File: config.mk
export PLATFORM = sky130hd
export DESIGN_NAME = earliest_free_server_picker_unit
export DESIGN_NICKNAME = d
export VERILOG_FILES = /design/src/hdl/efsp_pkg.sv /design/src/hdl/earliest_free_server_picker_unit.sv /design/src/hdl/efsp_ram.sv
export SDC_FILE = /design/constraint.sdc
export NUM_CORES = 1
export LEC_CHECK = 0
export BUFFER_PORTS_ARGS = -buffer_cell sky130_fd_sc_hd__buf_2
export CAP_MARGIN = 20
export CELL_PAD_IN_SITES_DETAIL_PLACEMENT = 0
export CELL_PAD_IN_SITES_GLOBAL_PLACEMENT = 2
export CORE_UTILIZATION = 35
export DETAILED_ROUTE_END_ITERATION = 7
export PLACE_DENSITY_LB_ADDON = 0.1
export SLEW_MARGIN = 20
export SYNTH_ARGS = -nofsm -noshare
export SYNTH_HDL_FRONTEND = slang
export SYNTH_HIERARCHICAL = 1
export SYNTH_SLANG_ARGS = --single-unit
File: constraint.sdc
create_clock -name clk -period 14.5 [get_ports clk]
set_input_delay 2.9 -clock clk [delete_from_list [all_inputs] [get_ports clk]]
set_output_delay 2.9 -clock clk [all_outputs]
set_load 0.02 [all_outputs]
File: src/hdl/efsp_pkg.sv
// Shared constants for the earliest free server picker.
// Field widths of the stream and configuration words; no dependencies.
package efsp_pkg;

    localparam int SVC_BITS     = 16;
    localparam int IDX_OUT_BITS = 4;
    localparam int CFG_BITS     = 5;

    localparam logic [CFG_BITS-1:0] CFG_RESET = 5'd16;

    typedef logic [SVC_BITS-1:0]     svc_t;
    typedef logic [IDX_OUT_BITS-1:0] idx_out_t;
    typedef logic [CFG_BITS-1:0]     cfg_t;

endpackage

File: src/hdl/earliest_free_server_picker_unit.sv
// Earliest free server picker: each job word goes to the server in use that is free soonest
// (lowest index on a tie), whose free time then grows by the service time, saturating at
// the top of the time range. A job is accepted only in the idle state; it then makes one
// pass over the free-time RAM through its single read port, one server at a time behind
// the RAM's registered read, and then an update step that writes the new free time and
// waits while the output register still holds an untaken result. The next server is
// found in the same pass by tracking the runner-up. The result sits in an output
// register, so a new job may be accepted while it waits. Free times are held in efsp_ram;
// per-server valid flags make cleared entries read as zero. Uses efsp_pkg and efsp_ram.
module earliest_free_server_picker_unit
    import efsp_pkg::*;
#(
    parameter int MAX_SERVERS = 16,
    parameter int TIME_BITS   = 32
) (
    input  logic        clk,
    input  logic        rst_n,
    input  logic        s_axis_tvalid,
    output logic        s_axis_tready,
    input  logic [15:0] s_axis_tdata,   // [15:0] service_time
    input  logic        s_axis_tuser,   // [0] start_case
    output logic        m_axis_tvalid,
    input  logic        m_axis_tready,
    output logic [15:0] m_axis_tdata,   // [3:0] assigned_server, [7:4] next_server,
                                        // [8] time_saturated, [15:9] zero
    input  logic        cfg_valid,
    output logic        cfg_ready,
    input  logic [4:0]  cfg_data        // [4:0] server_count
);

    localparam int IDXW = (MAX_SERVERS > 1) ? $clog2(MAX_SERVERS) : 1;
    localparam int NW   = $clog2(MAX_SERVERS + 1);

    localparam logic [1:0] S_IDLE = 2'd0;
    localparam logic [1:0] S_SCAN = 2'd1;
    localparam logic [1:0] S_UPD  = 2'd2;

    typedef logic [TIME_BITS-1:0] time_t;
    typedef logic [IDXW-1:0]      idx_t;
    typedef logic [NW-1:0]        cnt_t;

    logic [1:0]             state_reg, state_next;
    cfg_t                   count_reg;
    cnt_t                   n_reg, n_next;
    cnt_t                   cnt_reg, cnt_next;
    svc_t                   svc_reg, svc_next;
    logic [MAX_SERVERS-1:0] valid_reg, valid_next;
    logic                   vrd_reg;
    time_t                  best_v_reg, best_v_next;
    idx_t                   best_i_reg, best_i_next;
    time_t                  sec_v_reg, sec_v_next;
    idx_t                   sec_i_reg, sec_i_next;
    logic                   have_sec_reg, have_sec_next;
    logic                   m_valid_reg, m_valid_next;
    logic [15:0]            m_data_reg, m_data_next;

    logic                   in_acc;
    logic                   rd_en;
    idx_t                   rd_addr;
    time_t                  rd_data;
    time_t                  cur_v;
    idx_t                   cur_i;
    logic                   wr_en;
    time_t                  wr_data;
    logic [TIME_BITS:0]     sum_full;
    logic                   sat;
    logic                   pick_next_self;
    idx_t                   nxt_i;
    logic [IDXW+IDX_OUT_BITS-1:0] pick_ext, nxt_ext;
    cnt_t                   n_active;

    assign s_axis_tready = (state_reg == S_IDLE);
    assign in_acc        = s_axis_tvalid && s_axis_tready;
    assign cfg_ready     = 1'b1;
    assign m_axis_tvalid = m_valid_reg;
    assign m_axis_tdata  = m_data_reg;

    always_comb
    begin
        if (count_reg == '0)
        begin
            n_active = cnt_t'(1);
        end
        else if (int'(count_reg) > MAX_SERVERS)
        begin
            n_active = cnt_t'(MAX_SERVERS);
        end
        else
        begin
            n_active = cnt_t'(count_reg);
        end
    end

    assign rd_en   = (state_reg == S_SCAN) && (cnt_reg < n_reg);
    assign rd_addr = idx_t'(cnt_reg);
    assign cur_v   = vrd_reg ? rd_data : '0;
    assign cur_i   = idx_t'(cnt_reg - cnt_t'(1));

    assign sum_full = {1'b0, best_v_reg} + {{(TIME_BITS + 1 - SVC_BITS){1'b0}}, svc_reg};
    assign sat      = sum_full[TIME_BITS];
    assign wr_data  = sat ? {TIME_BITS{1'b1}} : sum_full[TIME_BITS-1:0];

    assign pick_next_self = !have_sec_reg || (wr_data < sec_v_reg) ||
                            ((wr_data == sec_v_reg) && (best_i_reg < sec_i_reg));
    assign nxt_i    = pick_next_self ? best_i_reg : sec_i_reg;
    assign pick_ext = {{IDX_OUT_BITS{1'b0}}, best_i_reg};
    assign nxt_ext  = {{IDX_OUT_BITS{1'b0}}, nxt_i};

    efsp_ram #(
        .WIDTH (TIME_BITS),
        .DEPTH (MAX_SERVERS)
    ) u_free_ram (
        .clk     (clk),
        .wr_en   (wr_en),
        .wr_addr (best_i_reg),
        .wr_data (wr_data),
        .rd_en   (rd_en),
        .rd_addr (rd_addr),
        .rd_data (rd_data)
    );

    always_comb
    begin
        state_next    = state_reg;
        n_next        = n_reg;
        cnt_next      = cnt_reg;
        svc_next      = svc_reg;
        valid_next    = valid_reg;
        best_v_next   = best_v_reg;
        best_i_next   = best_i_reg;
        sec_v_next    = sec_v_reg;
        sec_i_next    = sec_i_reg;
        have_sec_next = have_sec_reg;
        m_valid_next  = m_valid_reg;
        m_data_next   = m_data_reg;
        wr_en         = 1'b0;

        if (m_valid_reg && m_axis_tready)
        begin
            m_valid_next = 1'b0;
        end

        case (state_reg)
            S_IDLE:
            begin
                if (in_acc)
                begin
                    svc_next      = s_axis_tdata;
                    n_next        = n_active;
                    cnt_next      = '0;
                    have_sec_next = 1'b0;
                    if (s_axis_tuser)
                    begin
                        valid_next = '0;
                    end
                    state_next = S_SCAN;
                end
            end
            S_SCAN:
            begin
                if (cnt_reg == cnt_t'(1))
                begin
                    best_v_next = cur_v;
                    best_i_next = cur_i;
                end
                else if (cnt_reg != '0)
                begin
                    if (cur_v < best_v_reg)
                    begin
                        sec_v_next    = best_v_reg;
                        sec_i_next    = best_i_reg;
                        have_sec_next = 1'b1;
                        best_v_next   = cur_v;
                        best_i_next   = cur_i;
                    end
                    else if (!have_sec_reg || (cur_v < sec_v_reg))
                    begin
                        sec_v_next    = cur_v;
                        sec_i_next    = cur_i;
                        have_sec_next = 1'b1;
                    end
                end
                cnt_next = cnt_reg + cnt_t'(1);
                if (cnt_reg == n_reg)
                begin
                    state_next = S_UPD;
                end
            end
            S_UPD:
            begin
                if (!m_valid_reg || m_axis_tready)
                begin
                    wr_en                  = 1'b1;
                    valid_next[best_i_reg] = 1'b1;
                    m_valid_next           = 1'b1;
                    m_data_next = {7'd0, sat, nxt_ext[IDX_OUT_BITS-1:0],
                                   pick_ext[IDX_OUT_BITS-1:0]};
                    state_next  = S_IDLE;
                end
            end
            default:
            begin
                state_next = S_IDLE;
            end
        endcase
    end

    always_ff @(posedge clk or negedge rst_n)
    begin
        if (!rst_n)
        begin
            state_reg    <= S_IDLE;
            count_reg    <= CFG_RESET;
            valid_reg    <= '0;
            m_valid_reg  <= 1'b0;
            have_sec_reg <= 1'b0;
            cnt_reg      <= '0;
            n_reg        <= cnt_t'(1);
        end
        else
        begin
            state_reg    <= state_next;
            valid_reg    <= valid_next;
            m_valid_reg  <= m_valid_next;
            have_sec_reg <= have_sec_next;
            cnt_reg      <= cnt_next;
            n_reg        <= n_next;
            if (cfg_valid && cfg_ready)
            begin
                count_reg <= cfg_data;
            end
        end
    end

    always_ff @(posedge clk)
    begin
        svc_reg    <= svc_next;
        best_v_reg <= best_v_next;
        best_i_reg <= best_i_next;
        sec_v_reg  <= sec_v_next;
        sec_i_reg  <= sec_i_next;
        m_data_reg <= m_data_next;
        vrd_reg    <= valid_reg[rd_addr];
    end

    a_rise_after_upd: assert property (@(posedge clk) disable iff (!rst_n)
        $rose(m_valid_reg) |-> $past(state_reg) == S_UPD)
        else $error("result raised outside update");

    a_pick_in_range: assert property (@(posedge clk) disable iff (!rst_n)
        (state_reg == S_UPD) |-> ({1'b0, best_i_reg} < {1'b0, n_reg}))
        else $error("picked server outside active count");

    a_n_nonzero: assert property (@(posedge clk) disable iff (!rst_n)
        (state_reg == S_SCAN) |-> (n_reg != '0))
        else $error("active server count is zero");

    a_sec_distinct: assert property (@(posedge clk) disable iff (!rst_n)
        (state_reg == S_UPD && have_sec_reg) |-> (sec_i_reg != best_i_reg))
        else $error("runner-up equals chosen server");

endmodule

File: src/hdl/efsp_ram.sv
// Generic single write port, single read port RAM with registered read data.
// No dependencies.
module efsp_ram #(
    parameter int WIDTH = 32,
    parameter int DEPTH = 16
) (
    input  logic                                 clk,
    input  logic                                 wr_en,
    input  logic [(DEPTH > 1 ? $clog2(DEPTH) : 1)-1:0] wr_addr,
    input  logic [WIDTH-1:0]                     wr_data,
    input  logic                                 rd_en,
    input  logic [(DEPTH > 1 ? $clog2(DEPTH) : 1)-1:0] rd_addr,
    output logic [WIDTH-1:0]                     rd_data
);

    logic [WIDTH-1:0] mem_reg [DEPTH];

    always_ff @(posedge clk)
    begin
        if (wr_en)
        begin
            mem_reg[wr_addr] <= wr_data;
        end
        if (rd_en)
        begin
            rd_data <= mem_reg[rd_addr];
        end
    end

endmodule

==> impl_metrics.toml, run 1 <==
[clocking]
root_buffer = "clkbuf_16"
cts_tree = "built"
post_cts_buffers = 0
cts-hold-fix-buffers = 0
clockBufferDepth = 3
cts-resized-gates = 0
cts.sinks = 677
cts.clk_slew.worst_paths_ns = 0.05
htree_num_levels = 3
clock_latency_ns = 0.64
cts_inserted_buffers = 78

[power_and_ir_drop]
p_sw_share_pct = 35.3
power_density_nw_per_um2 = 226
p_clk_share_pct = 25.2
leakagePower_uw = 0.0118
switching_power_uw = 2660
p_int_uw = 4870
power_frac_comb_pct = 34.0
peakVddDrop_mv = 0.136
seq_power_share_pct = 40.8

[setup_path]
cp.required_ns = 14.85
timing.rr.start = "best_v_reg[7]$_DFFE_PP_"
worst-path-max-fanout = 26
critPathLaunchType = "register"
crit_type = "register to register"
rr_worst_depth = 13
r2r_slack_ns = 8.62
crit_start = "best_v_reg[7]$_DFFE_PP_"
cp_data_arrival_time_ns = 6.23
critPathCaptureType = "register"
rr_endpoint = "m_axis_tdata[6]$_DFFE_PP_"

[floorplanning]
start_util_pct = 35.4
io_pins = 46
dieHeight_um = 290
rows = 105
die_area_sq_um = 84400
fp.dieW_um = 290
core_area_sq_um = 82200

[timing]
fin_crit_ns = 5.88
fin_tns_setup_ns = 0
min_period_over_period_pct = 40.6
drv_slew = 0
rsz0062_at_grt = "false"
slew-limit-headroom_pct = 37.0
finalHoldViolCount = 0
clock.fmax_mhz = 170
tightestPinTransition_ns = 0.945
fin_skew_ns = 0.0402
holdWs_ns = 0.485
setup_viol = 0

[detailed_routing]
vias_per_cell = 5.31
routedWlPerCell_um = 27.6
vias = 15463
dr.pass1.iters = 7
drc = 0
antenna_left = 0
first_iter_violations = 1072
finalWirelength_mm = 80.4

[yosys]
synth-seq-cells = 677
postSynthAreaPerCell_sq_um = 17.4
synth_top_family_by_area = "multiplexers"
synth_warnings = 6
synth_compound_area_share_pct = 5.62
synth_simple_gate_area_share_pct = 4.70
ys.flop_type = "edfxtp_1"
yosysUniqueCellTypes = 68
yosysSeqAreaShare_pct = 69.2
synthCells = 1675
synth_edf_count = 641
synth_xor_area_share_pct = 0.511
synthAdderAreaFrac_pct = 5.31
syn_area_sq_um = 29100
synthMuxAreaShare_pct = 12.4
synthArstFlopShare_pct = 5.17

[worst_hold_path]
holdPathStages = 2
holdPathEnd = "n_reg[0]$_DFFE_PN1P_"
hold_class = "register to register"
hp-start = "n_reg[0]$_DFFE_PN1P_"

[finish]
mostFrequentLayoutCell = "edfxtp_1"
final_util_pct = 40.5
drive_gt1_share_pct = 22.0
largest_reg_flops = 512
fin_nets = 1925
layout_common_cells = "641 x edfxtp_1, 133 x mux4_2, 122 x ha_1"
syn2layout_area_growth_pct = 14.5
antennaDiodeCount = 0
fillers = 7416

[run]
maxCapViolCount = 0

[global_routing]
grt_overflow = 0
grt_max_degree = 55
grt_pass1_wl_mm = 118
antenna_found_initial = 3
first_global_vias = 16357
gr-usage-all-layers_pct = 19.4

[placed_design]
place.gp.congestion = 0.801
numPortBuffers = 37
dp_hpwl_mm = 46.3

[outcome]
status = "finished, final reports clean"
per-layer routing:
| metal | GRT usage (%) | vias up | wire length (um) |
|---|---|---|---|
| li1 | - | 6896 | - |
| met1 | 27.2 | 8169 | 37100 |
| met2 | 31.9 | 282 | 38800 |
| met3 | 2.47 | 114 | 2560 |
| met4 | 5.54 | 2 | 1990 |
| met5 | 0 | - | 7 |
Yosys cell counts, types with 4 or more instances:
cell type,n,area (sq um)
nand3b_1,6,45.0
dfrtp_1,33,826
nand3_1,21,105
a22oi_1,64,480
and2_1,35,219
o21bai_1,5,37.5
clkbuf_1,26,97.6
inv_1,83,312
a21o_1,18,135
o31ai_1,4,30.0
ha_1,122,1530
buf_1,10,37.5
a21oi_1,64,320
and3_1,6,37.5
nand2_1,84,315
a211oi_1,5,37.5
mux4_2,133,3000
mux2_2,24,270
nand2b_1,9,56.3
nor2b_1,7,43.8
buf_2,10,50.1
mux2_4,20,300
nand4_1,21,131
mux2i_1,4,40.0
o211ai_1,4,30.0
nor2_1,59,221
a31oi_1,20,125
xnor2_1,10,87.6
nor3_1,17,85.1
o21ai_0,30,150
edfxtp_1,641,19200
xor2_1,7,61.3
buf_4,17,128
logic make-up after synthesis:
| kind of cell | count (synthesis) |
|---|---|
| adder cells (fa/ha/maj) | 123 |
| buffers and inverters | 150 |
| XOR/XNOR | 17 |
| flip-flops | 677 |
| other | 2 |
| AO/OA/AOI/OAI | 245 |
| AND/OR/NAND/NOR | 280 |
| multiplexers | 181 |
per-stage QoR:
step	cell area, sq um	worst slack [ns]	power [uW]	instances
2_1_floorplan	29100	7.64	4750	1681
3_3_place_gp	30800	8.35	5680	2764
3_5_place_dp	30800	8.37	5720	2765
4_1_cts	33300	8.36	7650	2911
5_1_grt	33300	8.10	7970	2911
6_report	33300	8.62	7530	2911
layout make-up:
cell class	count	area, sq um	area share, %
clock buffers	100	2060	6.19
clock inverters	46	423	1.27
inverters	84	315	0.946
multi-input cells	854	8520	25.5
flip-flops and latches	677	20200	60.5
well taps	1070	1340	4.02
repair buffers	80	528	1.58
worst max path at each step:
stage | to | slack (ns) | depth (start not counted)
floorplan | u_free_ram/mem_reg[0][0]$_DFFE_PP_ | 7.64 | 4
global placement | m_axis_tdata[6]$_DFFE_PP_ | 8.35 | 13
detailed placement | m_axis_tdata[6]$_DFFE_PP_ | 8.37 | 14
CTS | m_axis_tdata[6]$_DFFE_PP_ | 8.36 | 14
global route | m_axis_tdata[6]$_DFFE_PP_ | 8.10 | 13
finish | m_axis_tdata[6]$_DFFE_PP_ | 8.62 | 13
power groups by stage:
| stage | logic, uW | clock network [uW] | registers (uW) |
|---|---|---|---|
| 2_1_floorplan | 1710 | 0 | 3040 |
| 3_5_place_dp | 2610 | 0 | 3120 |
| 4_1_cts | 2620 | 1950 | 3080 |
| 6_report | 2560 | 1900 | 3080 |
| 5_1_grt | 2830 | 2020 | 3110 |
| 3_3_place_gp | 2570 | 0 | 3110 |
critical path, stage by stage, from the launching register on:
cell and delay (ns):
edfxtp_1 0.42, ha_1 0.41, nand2_1 0.18, o21ai_0 0.30, a21oi_1 0.18, o21ai_2 0.50, nand2_2 0.57, a31oi_2 0.87
ha_1 0.38, and2_0 0.17, a221o_1 0.29, a2111oi_0 0.60, a31oi_1 0.38, mux2_2 0.36
No activity file was read; power rests on OpenSTA's default activity.
==> run 2: changes to the inputs <==
==> constraint.sdc (replaced) <==
create_clock -name clk -period 5.15 [get_ports clk]
set_input_delay 1.03 -clock clk [delete_from_list [all_inputs] [get_ports clk]]
set_output_delay 1.03 -clock clk [all_outputs]
set_load 0.02 [all_outputs]
==> impl_metrics.toml, run 2 (synthesized netlist as in run 1, its figures left out) <==
[outcome]
status = "finished, final reports clean"

[timing]
drv_slew = 0
fin_tns_setup_ns = 0
min_period_over_period_pct = 96.7
clock.fmax_mhz = 201
fin_skew_ns = 0.0323
tightestPinTransition_ns = 1.05
setup_viol = 0
rsz0062_at_grt = "false"
holdWs_ns = 0.475
slew-limit-headroom_pct = 30.1
fin_crit_ns = 4.98
finalHoldViolCount = 0

[setup_path]
worst-path-max-fanout = 8
rr_endpoint = "m_axis_tdata[4]$_DFFE_PP_"
cp_data_arrival_time_ns = 5.35
critPathLaunchType = "register"
timing.rr.start = "best_v_reg[2]$_DFFE_PP_"
crit_type = "register to register"
r2r_slack_ns = 0.17
cp.required_ns = 5.52
rr_worst_depth = 16
critPathCaptureType = "register"

[detailed_routing]
antenna_left = 0
first_iter_violations = 1144
vias_per_cell = 5.29
vias = 15527
drc = 0
dr.pass1.iters = 5
routedWlPerCell_um = 27.5
finalWirelength_mm = 80.9

[power_and_ir_drop]
switching_power_uw = 7540
seq_power_share_pct = 40.1
power_density_nw_per_um2 = 641
peakVddDrop_mv = 0.313
leakagePower_uw = 0.0119
p_int_uw = 14000
p_sw_share_pct = 35.0
p_clk_share_pct = 24.5
finalPower_uw = 21500
power_frac_comb_pct = 35.4

[finish]
mostFrequentLayoutCell = "edfxtp_1"
largest_reg_flops = 512
layout.cells.non_filler = 2937
fin_nets = 1961
antennaDiodeCount = 0
fillers = 7430
final_util_pct = 40.9
layout_common_cells = "641 x edfxtp_1, 133 x mux4_2, 122 x ha_1"
drive_gt1_share_pct = 23.0
syn2layout_area_growth_pct = 15.4

[clocking]
clockBufferDepth = 3
cts_tree = "built"
root_buffer = "clkbuf_16"
cts.sinks = 677
htree_num_levels = 3
cts_inserted_buffers = 77
clock_latency_ns = 0.63
cts.clk_slew.worst_paths_ns = 0.06

[global_routing]
grt_overflow = 0
gr-usage-all-layers_pct = 19.4
grt_pass1_wl_mm = 118
antenna_found_initial = 1
grt_max_degree = 57
first_global_vias = 16461

[floorplanning]
start_util_pct = 35.4
die_area_sq_um = 84400
io_pins = 46
fp.dieW_um = 290
rows = 105
dieHeight_um = 290
core_area_sq_um = 82200

[placed_design]
numPortBuffers = 37
place_inst = 2799
dp_hpwl_mm = 48.4
place.gp.congestion = 0.788

[worst_hold_path]
holdPathStages = 2
hp-start = "n_reg[0]$_DFFE_PN1P_"
hold_class = "register to register"
holdPathEnd = "n_reg[0]$_DFFE_PN1P_"

[run]
maxCapViolCount = 0
-- run 2: worst max-delay path by stage --
| stage | slack, ns | startpoint | end |
|---|---|---|---|
| finish | 0.17 | best_v_reg[2]$_DFFE_PP_ | m_axis_tdata[4]$_DFFE_PP_ |
| CTS | 0.11 | best_v_reg[2]$_DFFE_PP_ | m_axis_tdata[7]$_DFFE_PP_ |
| floorplan | 0.16 | m_axis_tready | u_free_ram/mem_reg[0][0]$_DFFE_PP_ |
| detailed placement | 0.16 | best_v_reg[3]$_DFFE_PP_ | m_axis_tdata[7]$_DFFE_PP_ |
| global route | 0.01 | best_v_reg[0]$_DFFE_PP_ | m_axis_tdata[7]$_DFFE_PP_ |
| global placement | 0.27 | best_v_reg[1]$_DFFE_PP_ | m_axis_tdata[6]$_DFFE_PP_ |
-- run 2: cell type report --
| class | instances | area (sq um) | area share, % |
|---|---|---|---|
| clock buffers | 95 | 1990 | 5.93 |
| clock inverters | 40 | 413 | 1.23 |
| inverters | 84 | 315 | 0.938 |
| multi-input cells | 854 | 8530 | 25.4 |
| flip-flops and latches | 677 | 20200 | 60.0 |
| well taps | 1070 | 1340 | 3.98 |
| repair buffers | 117 | 866 | 2.58 |
-- run 2: what timing repair did --
item | in CTS | in global routing
hold buffers | 0 | 0
resized for setup | 0 | 6
hold endpoints to repair | 0 | 0
buffers inserted | 0 | 2
setup endpoints to repair | 0 | 3
-- run 2: power by group through the flow --
| stage | logic [uW] | registers (uW) | clock network, uW |
|---|---|---|---|
| detailed placement | 7720 | 8750 | 0 |
| floorplan | 4840 | 8520 | 0 |
| finish | 7630 | 8630 | 5280 |
| CTS | 7760 | 8650 | 5430 |
| global placement | 7650 | 8740 | 0 |
| global route | 8430 | 8710 | 5630 |
-- run 2: routing by layer --
metal / global-route usage, % / wire length (um) / vias to the layer above
li1: - / - / 6958
met1: 26.7 / 37200 / 8183
met2: 32.4 / 39300 / 282
met3: 2.62 / 2600 / 104
met4: 5.14 / 1800 / 0
met5: 0 / 0 / -
-- run 2: per-stage QoR --
| stage | setup slack, ns | instance area, sq um |
|---|---|---|
| 2_1_floorplan | 0.162 | 29200 |
| 3_3_place_gp | 0.269 | 31100 |
| 3_5_place_dp | 0.159 | 31100 |
| 4_1_cts | 0.115 | 33500 |
| 5_1_grt | 0.0125 | 33600 |
| 6_report | 0.170 | 33600 |
-- run 2: worst max-delay path, cell delays in order, from the launching register on --
cell	delay, ns
edfxtp_1	0.43
ha_1	0.37
o21ai_0	0.11
o21bai_1	0.34
o31ai_4	0.14
o41ai_4	0.33
o21a_1	0.37
buf_4	0.22
a31oi_1	0.08
a31oi_1	0.24
ha_1	0.30
and2_0	0.19
a221o_1	0.31
a2111oi_1	0.58
a31oi_1	0.24
buf_4	0.21
mux2_2	0.27
